### src/rtl/bmp_rgb24_stream_decoder_macros.svh
// Assertion macros shared by the decoder RTL.
`ifndef BMP_RGB24_STREAM_DECODER_MACROS_SVH
`define BMP_RGB24_STREAM_DECODER_MACROS_SVH

// The consequent must hold in the same cycle as the antecedent.
`define BMP_ASSERT_SAME(label, clk, rst, ante, cons, msg) \
   label: assert property (@(posedge clk) disable iff (rst) (ante) |-> (cons)) \
      else $error(msg);

// The consequent must hold in the cycle after the antecedent.
`define BMP_ASSERT_NEXT(label, clk, rst, ante, cons, msg) \
   label: assert property (@(posedge clk) disable iff (rst) (ante) |=> (cons)) \
      else $error(msg);

`endif

### src/rtl/bmp_dec_pkg.sv
package bmp_dec_pkg;

   // Payload widths.
   localparam int BYTE_W  = 8;
   localparam int KIND_W  = 2;
   localparam int ERR_W   = 3;
   localparam int DIM_W   = 13;
   localparam int INDEX_W = 24;
   localparam int COLOR_W = 8;

   // Register port.
   localparam int CSR_ADDR_W = 3;
   localparam int CSR_DATA_W = 32;
   localparam logic REG_FILE_SIZE = 1'b0;

   typedef logic [DIM_W-1:0]   dim_type;
   typedef logic [INDEX_W-1:0] index_type;
   typedef logic [COLOR_W-1:0] color_type;

   // Result kinds.
   typedef enum logic [KIND_W-1:0] {
      KIND_HEADER = 2'd0,
      KIND_PIXEL  = 2'd1,
      KIND_ERROR  = 2'd2
   } kind_type;

   // Error codes.
   typedef enum logic [ERR_W-1:0] {
      ERR_SHORT      = 3'd0,
      ERR_SIGNATURE  = 3'd1,
      ERR_OFFSET_END = 3'd2,
      ERR_DIMENSIONS = 3'd3,
      ERR_DEPTH      = 3'd4,
      ERR_DATA_END   = 3'd5,
      ERR_OFFSET_HDR = 3'd6
   } err_type;

   // Stream phase.
   typedef enum logic [3:0] {
      PH_HEADER = 4'b0001,
      PH_SKIP   = 4'b0010,
      PH_PIXELS = 4'b0100,
      PH_DONE   = 4'b1000
   } phase_type;

   // Header check sequencer.
   typedef enum logic [2:0] {
      SEQ_RUN  = 3'b001,
      SEQ_SIZE = 3'b010,
      SEQ_BASE = 3'b100
   } seq_type;

   // Header byte positions.
   localparam logic [31:0] POS_SIG_B       = 32'd0;
   localparam logic [31:0] POS_SIG_M       = 32'd1;
   localparam logic [31:0] POS_OFFSET      = 32'd10;
   localparam logic [31:0] POS_OFFSET_END  = 32'd13;
   localparam logic [31:0] POS_WIDTH       = 32'd18;
   localparam logic [31:0] POS_WIDTH_END   = 32'd21;
   localparam logic [31:0] POS_HEIGHT      = 32'd22;
   localparam logic [31:0] POS_HEIGHT_END  = 32'd25;
   localparam logic [31:0] POS_DEPTH       = 32'd28;
   localparam logic [31:0] HEADER_LAST     = 32'd29;
   localparam logic [31:0] FIRST_PIXEL_POS = 32'd30;
   localparam logic [31:0] MIN_FILE_SIZE   = 32'd14;

   localparam logic [7:0]  SIG_B        = 8'h42;
   localparam logic [7:0]  SIG_M        = 8'h4D;
   localparam logic [15:0] DEPTH_RGB24  = 16'd24;
   localparam logic [7:0]  ALPHA_OPAQUE = 8'hFF;

   // One result transaction.
   typedef struct packed {
      logic [KIND_W-1:0] kind;
      logic [ERR_W-1:0]  error_code;
      dim_type           image_width;
      dim_type           image_height;
      index_type         pixel_index;
      color_type         red;
      color_type         green;
      color_type         blue;
      color_type         alpha;
      logic              last_pixel;
   } rsp_type;

   // Register port request as seen by the register block.
   typedef struct packed {
      logic                  psel;
      logic                  penable;
      logic                  pwrite;
      logic [CSR_ADDR_W-1:0] paddr;
      logic [CSR_DATA_W-1:0] pwdata;
   } apb_req_type;

endpackage

### src/rtl/bmp_dec_ifs.sv
// Byte stream into the decoder.
interface bmp_dec_req_if;
   logic                             valid;
   logic                             ready;
   logic [bmp_dec_pkg::BYTE_W-1:0]   byte_value;
   logic                             end_of_file;

   modport source (output valid, byte_value, end_of_file, input ready);
   modport sink (input valid, byte_value, end_of_file, output ready);
endinterface

// Results out of the decoder.
interface bmp_dec_rsp_if;
   logic                              valid;
   logic                              ready;
   logic [bmp_dec_pkg::KIND_W-1:0]    kind;
   logic [bmp_dec_pkg::ERR_W-1:0]     error_code;
   logic [bmp_dec_pkg::DIM_W-1:0]     image_width;
   logic [bmp_dec_pkg::DIM_W-1:0]     image_height;
   logic [bmp_dec_pkg::INDEX_W-1:0]   pixel_index;
   logic [bmp_dec_pkg::COLOR_W-1:0]   red;
   logic [bmp_dec_pkg::COLOR_W-1:0]   green;
   logic [bmp_dec_pkg::COLOR_W-1:0]   blue;
   logic [bmp_dec_pkg::COLOR_W-1:0]   alpha;
   logic                              last_pixel;

   modport source (output valid, kind, error_code, image_width, image_height, pixel_index,
                   red, green, blue, alpha, last_pixel, input ready);
   modport sink (input valid, kind, error_code, image_width, image_height, pixel_index,
                 red, green, blue, alpha, last_pixel, output ready);
endinterface

### src/rtl/bmp_dec_mul.sv
// Shift-and-add multiplier, one multiplier bit per cycle.
module bmp_dec_mul #(
   parameter int A_W = 15,
   parameter int B_W = 13
) (
   input  logic               clock,
   input  logic               reset,
   input  logic               start,
   input  logic [A_W-1:0]     mcand,
   input  logic [B_W-1:0]     mplier,
   output logic               done,
   output logic [A_W+B_W-1:0] product
);

   localparam int P_W = A_W + B_W;
   localparam int C_W = $clog2(B_W + 1);

   logic [P_W-1:0] acc_ff, acc_in;
   logic [P_W-1:0] shift_ff, shift_in;
   logic [B_W-1:0] mplier_ff, mplier_in;
   logic [C_W-1:0] count_ff, count_in;
   logic           busy_ff, busy_in;
   logic           done_ff, done_in;

   // Load on start, then add the shifted multiplicand for each set multiplier bit.
   always_comb begin
      acc_in    = acc_ff;
      shift_in  = shift_ff;
      mplier_in = mplier_ff;
      count_in  = count_ff;
      busy_in   = busy_ff;
      done_in   = 1'b0;
      if (start) begin
         acc_in    = '0;
         shift_in  = P_W'(mcand);
         mplier_in = mplier;
         count_in  = C_W'(B_W);
         busy_in   = 1'b1;
      end else if (busy_ff) begin
         if (mplier_ff[0]) begin
            acc_in = acc_ff + shift_ff;
         end
         shift_in  = shift_ff << 1;
         mplier_in = mplier_ff >> 1;
         count_in  = count_ff - C_W'(1);
         if (count_ff == C_W'(1)) begin
            busy_in = 1'b0;
            done_in = 1'b1;
         end
      end
   end

   // Control registers.
   always_ff @(posedge clock) begin
      if (reset) begin
         busy_ff  <= 1'b0;
         done_ff  <= 1'b0;
         count_ff <= '0;
      end else begin
         busy_ff  <= busy_in;
         done_ff  <= done_in;
         count_ff <= count_in;
      end
   end

   // Datapath registers.
   always_ff @(posedge clock) begin
      acc_ff    <= acc_in;
      shift_ff  <= shift_in;
      mplier_ff <= mplier_in;
   end

   assign done    = done_ff;
   assign product = acc_ff;

endmodule

### src/rtl/bmp_dec_csr.sv
// Register block holding the file size.
module bmp_dec_csr (
   input  logic                                clock,
   input  logic                                reset,
   input  bmp_dec_pkg::apb_req_type            apb_req,
   output logic [bmp_dec_pkg::CSR_DATA_W-1:0]  prdata,
   output logic                                pready,
   output logic [31:0]                         file_size
);

   logic [31:0] file_size_ff, file_size_in;
   logic        reg_index;
   logic        wr_hit;

   assign reg_index = apb_req.paddr[bmp_dec_pkg::CSR_ADDR_W-1];
   assign wr_hit    = apb_req.psel && apb_req.penable && apb_req.pwrite &&
                      (reg_index == bmp_dec_pkg::REG_FILE_SIZE);

   // Write in the access phase; writes with the top address bit set are dropped.
   always_comb begin
      file_size_in = file_size_ff;
      if (wr_hit) begin
         file_size_in = apb_req.pwdata;
      end
   end

   always_ff @(posedge clock) begin
      if (reset) begin
         file_size_ff <= '0;
      end else begin
         file_size_ff <= file_size_in;
      end
   end

   // Read data and a port that never waits.
   assign prdata    = (reg_index == bmp_dec_pkg::REG_FILE_SIZE) ? file_size_ff : '0;
   assign pready    = 1'b1;
   assign file_size = file_size_ff;

endmodule

### src/rtl/bmp_rgb24_stream_decoder.sv
// One byte per cycle whenever the result register is free and the header checks are not running;
// a result loaded by a byte is presented in the cycle after it. The last header byte (position 29)
// holds the input, when the early checks pass, for two passes of the shared shift-add multiplier.
// A failed early check on that byte does not hold the input.
// Synchronous active-high reset clears the sequencer, counters, result valid and file_size.
`include "bmp_rgb24_stream_decoder_macros.svh"

module bmp_rgb24_stream_decoder #(
   parameter int MAX_WIDTH  = 4096,
   parameter int MAX_HEIGHT = 4096
) (
   input  logic                                clock,
   input  logic                                reset,
   bmp_dec_req_if.sink                         req_chan,
   bmp_dec_rsp_if.source                       rsp_chan,
   input  logic                                csr_psel,
   input  logic                                csr_penable,
   input  logic                                csr_pwrite,
   input  logic [bmp_dec_pkg::CSR_ADDR_W-1:0]  csr_paddr,
   input  logic [bmp_dec_pkg::CSR_DATA_W-1:0]  csr_pwdata,
   output logic [bmp_dec_pkg::CSR_DATA_W-1:0]  csr_prdata,
   output logic                                csr_pready
);

   localparam int WB  = $clog2(MAX_WIDTH + 1);
   localparam int HB  = $clog2(MAX_HEIGHT + 1);
   localparam int RB  = WB + 2;
   localparam int PW  = RB + HB;
   localparam int SW  = ((PW > 32) ? PW : 32) + 1;

   localparam logic [1:0] PIX_BLUE  = 2'd0;
   localparam logic [1:0] PIX_GREEN = 2'd1;

   // Register port.
   bmp_dec_pkg::apb_req_type apb_req;
   logic [31:0]              file_size;

   assign apb_req = '{psel: csr_psel, penable: csr_penable, pwrite: csr_pwrite,
                      paddr: csr_paddr, pwdata: csr_pwdata};

   bmp_dec_csr u_csr (
      .clock     (clock),
      .reset     (reset),
      .apb_req   (apb_req),
      .prdata    (csr_prdata),
      .pready    (csr_pready),
      .file_size (file_size)
   );

   // State.
   logic [31:0]             pos_ff, pos_in;
   logic [31:0]             offset_ff, offset_in;
   logic [31:0]             raw_w_ff, raw_w_in;
   logic [31:0]             raw_h_ff, raw_h_in;
   logic [7:0]              depth_lo_ff, depth_lo_in;
   logic                    sig_ok_ff, sig_ok_in;
   logic [7:0]              held_blue_ff, held_blue_in;
   logic [7:0]              held_green_ff, held_green_in;
   logic [1:0]              pix_byte_ff, pix_byte_in;
   logic [RB-1:0]           row_byte_ff, row_byte_in;
   logic [WB-1:0]           col_ff, col_in;
   logic [HB-1:0]           row_ff, row_in;
   logic [23:0]             base_ff, base_in;
   logic                    eof_hold_ff, eof_hold_in;
   bmp_dec_pkg::phase_type  phase_ff, phase_in;
   bmp_dec_pkg::seq_type    seq_ff, seq_in;
   bmp_dec_pkg::rsp_type    rsp_ff, rsp_in;
   logic                    rsp_valid_ff, rsp_valid_in;

   // Derived values.
   logic                    req_fire;
   logic                    rsp_free;
   logic                    rsp_load;
   logic [7:0]              byte_value;
   logic                    flip;
   logic [31:0]             hmag_full;
   logic [WB-1:0]           wid;
   logic [HB-1:0]           hmag;
   logic [RB-1:0]           row_bytes;
   logic [RB-1:0]           padded;
   logic [RB-1:0]           row_byte_nxt;
   logic                    pix_last;
   logic [1:0]              lane_off;
   logic [1:0]              lane_w;
   logic [1:0]              lane_h;
   logic                    dims_bad;
   logic                    hdr_fail;
   bmp_dec_pkg::err_type    hdr_code;
   logic                    data_fail;
   logic                    in_pixels;

   // Shared multiplier.
   logic                    mul_start;
   logic [RB-1:0]           mul_mcand;
   logic [HB-1:0]           mul_mplier;
   logic                    mul_done;
   logic [PW-1:0]           mul_product;

   bmp_dec_mul #(.A_W(RB), .B_W(HB)) u_mul (
      .clock   (clock),
      .reset   (reset),
      .start   (mul_start),
      .mcand   (mul_mcand),
      .mplier  (mul_mplier),
      .done    (mul_done),
      .product (mul_product)
   );

   // Handshake.
   assign req_fire       = req_chan.valid && req_chan.ready;
   assign rsp_free       = !rsp_valid_ff || rsp_chan.ready;
   assign req_chan.ready = (seq_ff == bmp_dec_pkg::SEQ_RUN) && rsp_free;
   assign byte_value     = req_chan.byte_value;

   // Image geometry from the captured header.
   assign flip         = !raw_h_ff[31];
   assign hmag_full    = flip ? raw_h_ff : (32'd0 - raw_h_ff);
   assign wid          = raw_w_ff[WB-1:0];
   assign hmag         = hmag_full[HB-1:0];
   assign row_bytes    = {wid, 1'b0} + RB'(wid);
   assign padded       = (row_bytes + RB'(3)) & ~RB'(3);
   assign row_byte_nxt = row_byte_ff + RB'(1);
   assign pix_last     = ((WB+1)'(col_ff) + (WB+1)'(1) == (WB+1)'(wid)) &&
                         ((HB+1)'(row_ff) + (HB+1)'(1) == (HB+1)'(hmag));

   // Byte lane within each little-endian header word.
   assign lane_off = 2'(pos_ff - bmp_dec_pkg::POS_OFFSET);
   assign lane_w   = 2'(pos_ff - bmp_dec_pkg::POS_WIDTH);
   assign lane_h   = 2'(pos_ff - bmp_dec_pkg::POS_HEIGHT);

   // Header checks that need no multiplication, in priority order.
   assign dims_bad = (raw_w_ff == 32'd0) || raw_w_ff[31] || (raw_h_ff == 32'd0) ||
                     (raw_w_ff > 32'(MAX_WIDTH)) || (hmag_full > 32'(MAX_HEIGHT));

   always_comb begin
      hdr_fail = 1'b1;
      hdr_code = bmp_dec_pkg::ERR_SHORT;
      if (file_size < bmp_dec_pkg::MIN_FILE_SIZE) begin
         hdr_code = bmp_dec_pkg::ERR_SHORT;
      end else if (!sig_ok_ff) begin
         hdr_code = bmp_dec_pkg::ERR_SIGNATURE;
      end else if (offset_ff >= file_size) begin
         hdr_code = bmp_dec_pkg::ERR_OFFSET_END;
      end else if (offset_ff < bmp_dec_pkg::FIRST_PIXEL_POS) begin
         hdr_code = bmp_dec_pkg::ERR_OFFSET_HDR;
      end else if (dims_bad) begin
         hdr_code = bmp_dec_pkg::ERR_DIMENSIONS;
      end else if ({byte_value, depth_lo_ff} != bmp_dec_pkg::DEPTH_RGB24) begin
         hdr_code = bmp_dec_pkg::ERR_DEPTH;
      end else begin
         hdr_fail = 1'b0;
      end
   end

   // Pixel data must end inside the file.
   assign data_fail = (SW'(offset_ff) + SW'(mul_product)) > SW'(file_size);

   assign in_pixels = (phase_ff == bmp_dec_pkg::PH_PIXELS) ||
                      ((phase_ff == bmp_dec_pkg::PH_SKIP) && (pos_ff >= offset_ff));

   // Byte handling and header check sequencer.
   always_comb begin
      pos_in        = pos_ff;
      offset_in     = offset_ff;
      raw_w_in      = raw_w_ff;
      raw_h_in      = raw_h_ff;
      depth_lo_in   = depth_lo_ff;
      sig_ok_in     = sig_ok_ff;
      held_blue_in  = held_blue_ff;
      held_green_in = held_green_ff;
      pix_byte_in   = pix_byte_ff;
      row_byte_in   = row_byte_ff;
      col_in        = col_ff;
      row_in        = row_ff;
      base_in       = base_ff;
      eof_hold_in   = eof_hold_ff;
      phase_in      = phase_ff;
      seq_in        = seq_ff;
      rsp_in        = rsp_ff;
      rsp_load      = 1'b0;
      mul_start     = 1'b0;
      mul_mcand     = padded;
      mul_mplier    = hmag;

      case (seq_ff)
         bmp_dec_pkg::SEQ_RUN: begin
            if (req_fire) begin
               if (phase_ff == bmp_dec_pkg::PH_HEADER) begin
                  // Capture header fields by position.
                  if (pos_ff == bmp_dec_pkg::POS_SIG_B) begin
                     sig_ok_in = (byte_value == bmp_dec_pkg::SIG_B);
                  end else if (pos_ff == bmp_dec_pkg::POS_SIG_M) begin
                     sig_ok_in = sig_ok_ff && (byte_value == bmp_dec_pkg::SIG_M);
                  end else if (pos_ff inside {[bmp_dec_pkg::POS_OFFSET :
                                               bmp_dec_pkg::POS_OFFSET_END]}) begin
                     offset_in[{lane_off, 3'b000} +: 8] = byte_value;
                  end else if (pos_ff inside {[bmp_dec_pkg::POS_WIDTH :
                                               bmp_dec_pkg::POS_WIDTH_END]}) begin
                     raw_w_in[{lane_w, 3'b000} +: 8] = byte_value;
                  end else if (pos_ff inside {[bmp_dec_pkg::POS_HEIGHT :
                                               bmp_dec_pkg::POS_HEIGHT_END]}) begin
                     raw_h_in[{lane_h, 3'b000} +: 8] = byte_value;
                  end else if (pos_ff == bmp_dec_pkg::POS_DEPTH) begin
                     depth_lo_in = byte_value;
                  end

                  // Last header byte: report an early failure or start the size product.
                  if (pos_ff == bmp_dec_pkg::HEADER_LAST) begin
                     if (hdr_fail) begin
                        rsp_load          = 1'b1;
                        rsp_in            = '0;
                        rsp_in.kind       = bmp_dec_pkg::KIND_ERROR;
                        rsp_in.error_code = hdr_code;
                        phase_in          = bmp_dec_pkg::PH_DONE;
                     end else begin
                        mul_start   = 1'b1;
                        eof_hold_in = req_chan.end_of_file;
                        seq_in      = bmp_dec_pkg::SEQ_SIZE;
                     end
                  end
               end else if (in_pixels) begin
                  phase_in = bmp_dec_pkg::PH_PIXELS;
                  // Gather blue, green, red and emit on red.
                  if (row_byte_ff < row_bytes) begin
                     case (pix_byte_ff)
                        PIX_BLUE: begin
                           held_blue_in = byte_value;
                           pix_byte_in  = PIX_GREEN;
                        end
                        PIX_GREEN: begin
                           held_green_in = byte_value;
                           pix_byte_in   = PIX_GREEN + 2'd1;
                        end
                        default: begin
                           rsp_load           = 1'b1;
                           rsp_in             = '0;
                           rsp_in.kind        = bmp_dec_pkg::KIND_PIXEL;
                           rsp_in.pixel_index = base_ff + 24'(col_ff);
                           rsp_in.red         = byte_value;
                           rsp_in.green       = held_green_ff;
                           rsp_in.blue        = held_blue_ff;
                           rsp_in.alpha       = bmp_dec_pkg::ALPHA_OPAQUE;
                           rsp_in.last_pixel  = pix_last;
                           pix_byte_in        = PIX_BLUE;
                           col_in             = col_ff + WB'(1);
                           if (pix_last) begin
                              phase_in = bmp_dec_pkg::PH_DONE;
                           end
                        end
                     endcase
                  end
                  // Row bookkeeping, padding dropped at the row end.
                  if (!(rsp_load && pix_last)) begin
                     row_byte_in = row_byte_nxt;
                     if (row_byte_nxt >= padded) begin
                        row_byte_in = '0;
                        pix_byte_in = PIX_BLUE;
                        col_in      = '0;
                        row_in      = row_ff + HB'(1);
                        base_in     = flip ? (base_ff - 24'(wid)) : (base_ff + 24'(wid));
                        if ((HB+1)'(row_ff) + (HB+1)'(1) >= (HB+1)'(hmag)) begin
                           phase_in = bmp_dec_pkg::PH_DONE;
                        end
                     end
                  end
               end

               pos_in = pos_ff + 32'd1;

               // End of file: report a truncated header, then start over.
               if (req_chan.end_of_file) begin
                  if ((phase_ff == bmp_dec_pkg::PH_HEADER) &&
                      (pos_ff != bmp_dec_pkg::HEADER_LAST)) begin
                     rsp_load          = 1'b1;
                     rsp_in            = '0;
                     rsp_in.kind       = bmp_dec_pkg::KIND_ERROR;
                     rsp_in.error_code = bmp_dec_pkg::ERR_SHORT;
                  end
                  pos_in      = '0;
                  phase_in    = bmp_dec_pkg::PH_HEADER;
                  pix_byte_in = PIX_BLUE;
                  row_byte_in = '0;
                  col_in      = '0;
                  row_in      = '0;
               end
            end
         end

         bmp_dec_pkg::SEQ_SIZE: begin
            // Size product ready: check it, then compute the first row base.
            if (mul_done) begin
               if (data_fail) begin
                  rsp_load          = 1'b1;
                  rsp_in            = '0;
                  rsp_in.kind       = bmp_dec_pkg::KIND_ERROR;
                  rsp_in.error_code = bmp_dec_pkg::ERR_DATA_END;
                  if (!eof_hold_ff) begin
                     phase_in = bmp_dec_pkg::PH_DONE;
                  end
                  seq_in = bmp_dec_pkg::SEQ_RUN;
               end else begin
                  mul_start  = 1'b1;
                  mul_mcand  = RB'(wid);
                  mul_mplier = hmag - HB'(1);
                  seq_in     = bmp_dec_pkg::SEQ_BASE;
               end
            end
         end

         bmp_dec_pkg::SEQ_BASE: begin
            // Bottom-up images start writing at the last destination row.
            if (mul_done) begin
               base_in             = flip ? 24'(mul_product) : 24'd0;
               rsp_load            = 1'b1;
               rsp_in              = '0;
               rsp_in.kind         = bmp_dec_pkg::KIND_HEADER;
               rsp_in.image_width  = bmp_dec_pkg::dim_type'(wid);
               rsp_in.image_height = bmp_dec_pkg::dim_type'(hmag);
               if (!eof_hold_ff) begin
                  phase_in = bmp_dec_pkg::PH_SKIP;
               end
               seq_in = bmp_dec_pkg::SEQ_RUN;
            end
         end

         default: begin
            seq_in = bmp_dec_pkg::SEQ_RUN;
         end
      endcase
   end

   // Result valid: set on load, cleared when taken.
   always_comb begin
      rsp_valid_in = rsp_valid_ff;
      if (rsp_load) begin
         rsp_valid_in = 1'b1;
      end else if (rsp_chan.ready) begin
         rsp_valid_in = 1'b0;
      end
   end

   // Control registers.
   always_ff @(posedge clock) begin
      if (reset) begin
         pos_ff       <= '0;
         pix_byte_ff  <= PIX_BLUE;
         row_byte_ff  <= '0;
         col_ff       <= '0;
         row_ff       <= '0;
         eof_hold_ff  <= 1'b0;
         phase_ff     <= bmp_dec_pkg::PH_HEADER;
         seq_ff       <= bmp_dec_pkg::SEQ_RUN;
         rsp_valid_ff <= 1'b0;
      end else begin
         pos_ff       <= pos_in;
         pix_byte_ff  <= pix_byte_in;
         row_byte_ff  <= row_byte_in;
         col_ff       <= col_in;
         row_ff       <= row_in;
         eof_hold_ff  <= eof_hold_in;
         phase_ff     <= phase_in;
         seq_ff       <= seq_in;
         rsp_valid_ff <= rsp_valid_in;
      end
   end

   // Header fields, held colors, row base and result payload.
   always_ff @(posedge clock) begin
      offset_ff     <= offset_in;
      raw_w_ff      <= raw_w_in;
      raw_h_ff      <= raw_h_in;
      depth_lo_ff   <= depth_lo_in;
      sig_ok_ff     <= sig_ok_in;
      held_blue_ff  <= held_blue_in;
      held_green_ff <= held_green_in;
      base_ff       <= base_in;
      rsp_ff        <= rsp_in;
   end

   // Result channel.
   assign rsp_chan.valid        = rsp_valid_ff;
   assign rsp_chan.kind         = rsp_ff.kind;
   assign rsp_chan.error_code   = rsp_ff.error_code;
   assign rsp_chan.image_width  = rsp_ff.image_width;
   assign rsp_chan.image_height = rsp_ff.image_height;
   assign rsp_chan.pixel_index  = rsp_ff.pixel_index;
   assign rsp_chan.red          = rsp_ff.red;
   assign rsp_chan.green        = rsp_ff.green;
   assign rsp_chan.blue         = rsp_ff.blue;
   assign rsp_chan.alpha        = rsp_ff.alpha;
   assign rsp_chan.last_pixel   = rsp_ff.last_pixel;

   // A new result never lands on one that is still waiting.
   `BMP_ASSERT_SAME(a_rsp_no_overwrite, clock, reset, rsp_load, rsp_free, "result overwritten")
   // The multiplier finishes only while the sequencer waits for it.
   `BMP_ASSERT_SAME(a_mul_done_expected, clock, reset, mul_done, (seq_ff == bmp_dec_pkg::SEQ_SIZE) || (seq_ff == bmp_dec_pkg::SEQ_BASE), "stray multiplier result")
   // Emitted pixels stay inside the image.
   `BMP_ASSERT_SAME(a_pixel_in_image, clock, reset, rsp_load && (rsp_in.kind == bmp_dec_pkg::KIND_PIXEL), ((WB+1)'(col_ff) < (WB+1)'(wid)) && (row_ff < hmag), "pixel outside image")
   // A loaded result is presented in the next cycle.
   `BMP_ASSERT_NEXT(a_rsp_presented, clock, reset, rsp_load, rsp_valid_ff, "loaded result not presented")

endmodule

### src/flat_wrapper.sv
// flat-port wrapper written by rule: the top's interface ports become plain ports
module bmp_rgb24_stream_decoder_flat 
#(
   parameter int MAX_WIDTH  = 4096,
   parameter int MAX_HEIGHT = 4096
)
  (clock, reset, csr_psel, csr_penable, csr_pwrite, csr_paddr, csr_pwdata, csr_prdata, csr_pready, req_chan_valid, req_chan_byte_value, req_chan_end_of_file, req_chan_ready, rsp_chan_valid, rsp_chan_kind, rsp_chan_error_code, rsp_chan_image_width, rsp_chan_image_height, rsp_chan_pixel_index, rsp_chan_red, rsp_chan_green, rsp_chan_blue, rsp_chan_alpha, rsp_chan_last_pixel, rsp_chan_ready);
  bmp_dec_req_if req_chan_i ();
  bmp_dec_rsp_if rsp_chan_i ();
  input  logic clock;
  input  logic reset;
  input  logic csr_psel;
  input  logic csr_penable;
  input  logic csr_pwrite;
  input  logic [bmp_dec_pkg::CSR_ADDR_W-1:0] csr_paddr;
  input  logic [bmp_dec_pkg::CSR_DATA_W-1:0] csr_pwdata;
  output logic [bmp_dec_pkg::CSR_DATA_W-1:0] csr_prdata;
  output logic csr_pready;
  input wire logic [$bits(req_chan_i.valid)-1:0] req_chan_valid;
  input wire logic [$bits(req_chan_i.byte_value)-1:0] req_chan_byte_value;
  input wire logic [$bits(req_chan_i.end_of_file)-1:0] req_chan_end_of_file;
  output wire logic [$bits(req_chan_i.ready)-1:0] req_chan_ready;
  output wire logic [$bits(rsp_chan_i.valid)-1:0] rsp_chan_valid;
  output wire logic [$bits(rsp_chan_i.kind)-1:0] rsp_chan_kind;
  output wire logic [$bits(rsp_chan_i.error_code)-1:0] rsp_chan_error_code;
  output wire logic [$bits(rsp_chan_i.image_width)-1:0] rsp_chan_image_width;
  output wire logic [$bits(rsp_chan_i.image_height)-1:0] rsp_chan_image_height;
  output wire logic [$bits(rsp_chan_i.pixel_index)-1:0] rsp_chan_pixel_index;
  output wire logic [$bits(rsp_chan_i.red)-1:0] rsp_chan_red;
  output wire logic [$bits(rsp_chan_i.green)-1:0] rsp_chan_green;
  output wire logic [$bits(rsp_chan_i.blue)-1:0] rsp_chan_blue;
  output wire logic [$bits(rsp_chan_i.alpha)-1:0] rsp_chan_alpha;
  output wire logic [$bits(rsp_chan_i.last_pixel)-1:0] rsp_chan_last_pixel;
  input wire logic [$bits(rsp_chan_i.ready)-1:0] rsp_chan_ready;
  assign req_chan_i.valid = req_chan_valid;
  assign req_chan_i.byte_value = req_chan_byte_value;
  assign req_chan_i.end_of_file = req_chan_end_of_file;
  assign req_chan_ready = req_chan_i.ready;
  assign rsp_chan_valid = rsp_chan_i.valid;
  assign rsp_chan_kind = rsp_chan_i.kind;
  assign rsp_chan_error_code = rsp_chan_i.error_code;
  assign rsp_chan_image_width = rsp_chan_i.image_width;
  assign rsp_chan_image_height = rsp_chan_i.image_height;
  assign rsp_chan_pixel_index = rsp_chan_i.pixel_index;
  assign rsp_chan_red = rsp_chan_i.red;
  assign rsp_chan_green = rsp_chan_i.green;
  assign rsp_chan_blue = rsp_chan_i.blue;
  assign rsp_chan_alpha = rsp_chan_i.alpha;
  assign rsp_chan_last_pixel = rsp_chan_i.last_pixel;
  assign rsp_chan_i.ready = rsp_chan_ready;
  bmp_rgb24_stream_decoder #(.MAX_WIDTH(MAX_WIDTH), .MAX_HEIGHT(MAX_HEIGHT)) u_core (.clock(clock), .reset(reset), .req_chan(req_chan_i), .rsp_chan(rsp_chan_i), .csr_psel(csr_psel), .csr_penable(csr_penable), .csr_pwrite(csr_pwrite), .csr_paddr(csr_paddr), .csr_pwdata(csr_pwdata), .csr_prdata(csr_prdata), .csr_pready(csr_pready));
endmodule
### config.mk
export PLATFORM = sky130hd
export DESIGN_NAME = bmp_rgb24_stream_decoder_flat
export DESIGN_NICKNAME = d
export VERILOG_FILES = /design/src/rtl/bmp_dec_pkg.sv /design/src/rtl/bmp_dec_ifs.sv /design/src/rtl/bmp_dec_mul.sv /design/src/rtl/bmp_dec_csr.sv /design/src/rtl/bmp_rgb24_stream_decoder.sv /design/src/flat_wrapper.sv
export VERILOG_INCLUDE_DIRS = /design/src /design/src/rtl
export SDC_FILE = /design/constraint.sdc
export NUM_CORES = 1
export LEC_CHECK = 0
export ABC_AREA = 1
export BUFFER_PORTS_ARGS = -buffer_cell sky130_fd_sc_hd__buf_2
export CAP_MARGIN = 0
export CORE_ASPECT_RATIO = 0.75
export CORE_UTILIZATION = 25
export DETAILED_ROUTE_END_ITERATION = 10
export PLACE_DENSITY = 0.39
export SLEW_MARGIN = 10
export SYNTH_ARGS = -nofsm -noshare
export SYNTH_HDL_FRONTEND = slang
export SYNTH_SLANG_ARGS = --single-unit
### constraint.sdc
create_clock -name clock -period 11.7 [get_ports clock]
set_clock_uncertainty 0.1 [all_clocks]
set_input_delay 2.34 -clock clock [delete_from_list [all_inputs] [get_ports clock]]
set_output_delay 2.34 -clock clock [all_outputs]
set_load 0.03 [all_outputs]
==> flow_summary.yaml <==
sta:
  relSlewSlack: 0.2522
  rsz0062_at_grt: "false"
  setup-violations-final: 0
  min_period_over_period: 0.6319
  clock.fmax_ghz: 0.1353
  min_period_ns: 7.393
  slew_viol_final: 0
  final.setup.tns_ns: 0
  tightest_slew_ns: 1.120
  hold_viol_final: 0
setup_path:
  worst_path_most_repeated_cell: "nand2_1"
  r2r-start: "u_core.offset_ff[0]"
  critical_path.endpoint: "u_core.u_mul.shift_ff[4]"
  r2r-end: "u_core.u_mul.shift_ff[4]"
  cp-start-kind: "register"
  cpMaxStageDelayCell: "nand2_4"
  crit_family: "simple AND/OR/NAND/NOR gates"
  rr_worst_depth: 28
  path_depth: 28
  crit_buf_inv: 2
  reg2reg_slack_ns: 4.31
  crit_fanout: 61
  critPathRequiredTime_ns: 11.89
  crit_type: "reg2reg"
  arrival_ns: 7.58
  cpPeakStageDelay_ns: 0.88
  end_kind: "register"
  crit_start: "u_core.offset_ff[0]"
place:
  gp_congestion: 0.8799
  dpl-instance-area_sq_mm: 0.03135
  io_buffers: 170
  placed_cells: 5356
  place_hpwl_microns: 82420
clocking:
  clock_path_buffers: 3
  cts_tree: "yes"
  worstSkewPairLatency_ns: 0.65
  root_buffer: "clkbuf_16"
  cts_buffers: 55
  clock-sinks: 424
  h-tree-depth: 2
  clkTransAtPathRegs_ns: 0.06
  post-cts-setup-buffers: 0
  post_cts_resized: 0
  ctsHoldBuffers: 0
final_layout:
  area_growth_pct: 15.15
  final_cell_mix: "nand2_1, inv_1, nor2_1"
  final_cell_area_sq_mm: 0.03316
  layout_commonest_cell: "nand2_1"
  final_nets: 4208
  fin_cells: 5457
  drive_gt1_frac: 0.08959
global_routing:
  grt_pass1_vias: 23930
  grt_pass1_wl_microns: 157000
  antenna_found_initial: 7
  grt_use_total: 0.1779
  gr-total-overflow: 0
  grt_max_degree: 80
power_and_ir_drop:
  power_density_mw_per_mm2: 124.8
  finalPower_mw: 4.138
  peakVddDrop_mv: 0.1020
  p_leak_nw: 14.20
die:
  die_h_microns: 295.9
  die_w_microns: 393.9
  num_rows: 107
  initial_utilization: 0.2528
  core_sq_mm: 0.1139
  dieArea_sq_mm: 0.1166
  io_pins: 174
synth:
  synthFlopType: "edfxtp_1"
  seq_area_frac_synth: 0.3854
  synth_nets: 4050
  syn_inst: 3729
  yosys_warnings: 0
  avgSynthCellArea_sq_um: 7.723
  synth_cell_types: 64
  netlist_area_sq_mm: 0.02880
  yosys_register_bits: 424
  ys_async_sr_fraction: 0
  synth-edff-count: 261
hold_path:
  min_path_type: "reg2reg"
  hold_depth: 2
drt:
  wl_per_cell_microns: 19.46
  firstDrtPassIters: 5
  via_count: 25860
  drc: 0
  vias_per_cell: 4.739
  drt_iter0_drc: 1982
  drtAntennaViolNets: 0
  wirelength_microns: 106200
job:
  drv_cap: 0
status:
  status: "complete, no violations"
==> worst min path at each step <==
stage	startpoint	end	slack (ns)
after detailed placement	u_core.eof_hold_ff	u_core.eof_hold_ff	0.37
after global routing	u_core.eof_hold_ff	u_core.eof_hold_ff	0.40
after CTS	u_core.eof_hold_ff	u_core.eof_hold_ff	0.38
final	u_core.eof_hold_ff	u_core.eof_hold_ff	0.38
after floorplan	u_core.eof_hold_ff	u_core.eof_hold_ff	0.33
after global placement	u_core.eof_hold_ff	u_core.eof_hold_ff	0.37
==> synthesized netlist by cell type, types with 7 or more instances <==
master    number  area [sq um]
dfxtp_1      163          3263
o21ai_0      260          1301
a211oi_1      12         90.09
o21bai_1       7         52.55
nor2_1       380          1426
inv_1        422          1584
nor4_1        41         256.5
o21ai_1       18         90.09
edfxtp_1     261          7838
nand3b_1      12         90.09
o21a_1         8         60.06
xnor2_1       22         192.7
nand4_1       77         481.7
inv_2          7         26.28
nor3_1        73         365.4
nand3_1      261          1306
or2_2         18         112.6
xor2_1        97         849.6
clkbuf_1      59         221.5
a31oi_1       23         143.9
buf_2         24         120.1
ha_1         265          3316
o22ai_1       15         93.84
o211ai_1      18         135.1
nand2_1      763          2864
nor2_2        14         87.58
a21oi_1      313          1567
==> kinds of logic after synthesis <==
logic type      synth area share
simple gates              0.2548
compound gates            0.1336
buf+inv                  0.07129
flops                     0.3854
fa+ha+maj                 0.1186
xor+xnor                 0.03619
other cells            0.0001302
==> sequential cells by signal (all words and copies together), names as in the netlist, 8 cells and up <==
register	flops
u_core.raw_w_ff	32
u_core.row_ff	13
u_core.pos_ff	32
u_core.col_ff	13
u_core.rsp_chan.green	8
u_core.u_mul.mplier_ff	13
u_core.rsp_chan.pixel_index	24
u_core.u_mul.product	28
u_core.base_ff	24
u_core.rsp_chan.blue	8
u_core.rsp_chan.alpha	8
u_core.raw_h_ff	32
u_core.depth_lo_ff	8
u_core.u_mul.shift_ff	28
u_core.held_green_ff	8
u_core.rsp_chan.image_width	13
u_core.u_csr.file_size	32
u_core.offset_ff	32
u_core.row_byte_ff	15
u_core.rsp_chan.image_height	13
u_core.held_blue_ff	8
u_core.rsp_chan.red	8
==> worst register-to-register path, delay by kind of cell, from the launching register on <==
kind	cells	cell delay (ns)
xor+xnor	1	0.16
compound gates	4	0.65
flops	1	0.54
buf+inv	2	0.94
fa+ha+maj	3	1.04
simple gates	18	3.57
==> layer usage <==
metal | vias up | wire (microns) | global-route usage
li1 | 13100 | - | -
met4 | 0 | 1778 | 0.03635
met5 | - | 0 | 0
met1 | 12060 | 55520 | 0.2743
met3 | 97 | 6391 | 0.02989
met2 | 603 | 42480 | 0.2547
==> metrics by stage <==
step | util | hold slack [ns] | worst slack, ns
floorplan | - | 0.3341 | 5.670
global placement | 0.2752 | 0.3652 | 4.400
detailed placement | 0.2752 | 0.3715 | 4.412
CTS | 0.2910 | 0.3803 | 4.349
global route | 0.2910 | 0.3992 | 3.725
finish | 0.2911 | 0.3815 | 4.307
==> power by group <==
group	total (mW)	switching, mW	internal [mW]
sequential	1.74	0.0584	1.69
combinational	0.657	0.467	0.190
clock	1.74	0.726	1.01
total	4.14	1.25	2.89
==> layout make-up <==
class                           instances  area, sq um
Multi-Input combinational cell       2780        15700
Clock inverter                         29        314.1
Sequential cell                       424        11100
Tap cell                             1526         1909
Timing Repair Buffer                  192         1016
Inverter                              434         1629
Fill cell                           12370        80770
Antenna cell                            2        5.005
Clock buffer                           70         1494
No activity file was read; power rests on OpenSTA's default activity.
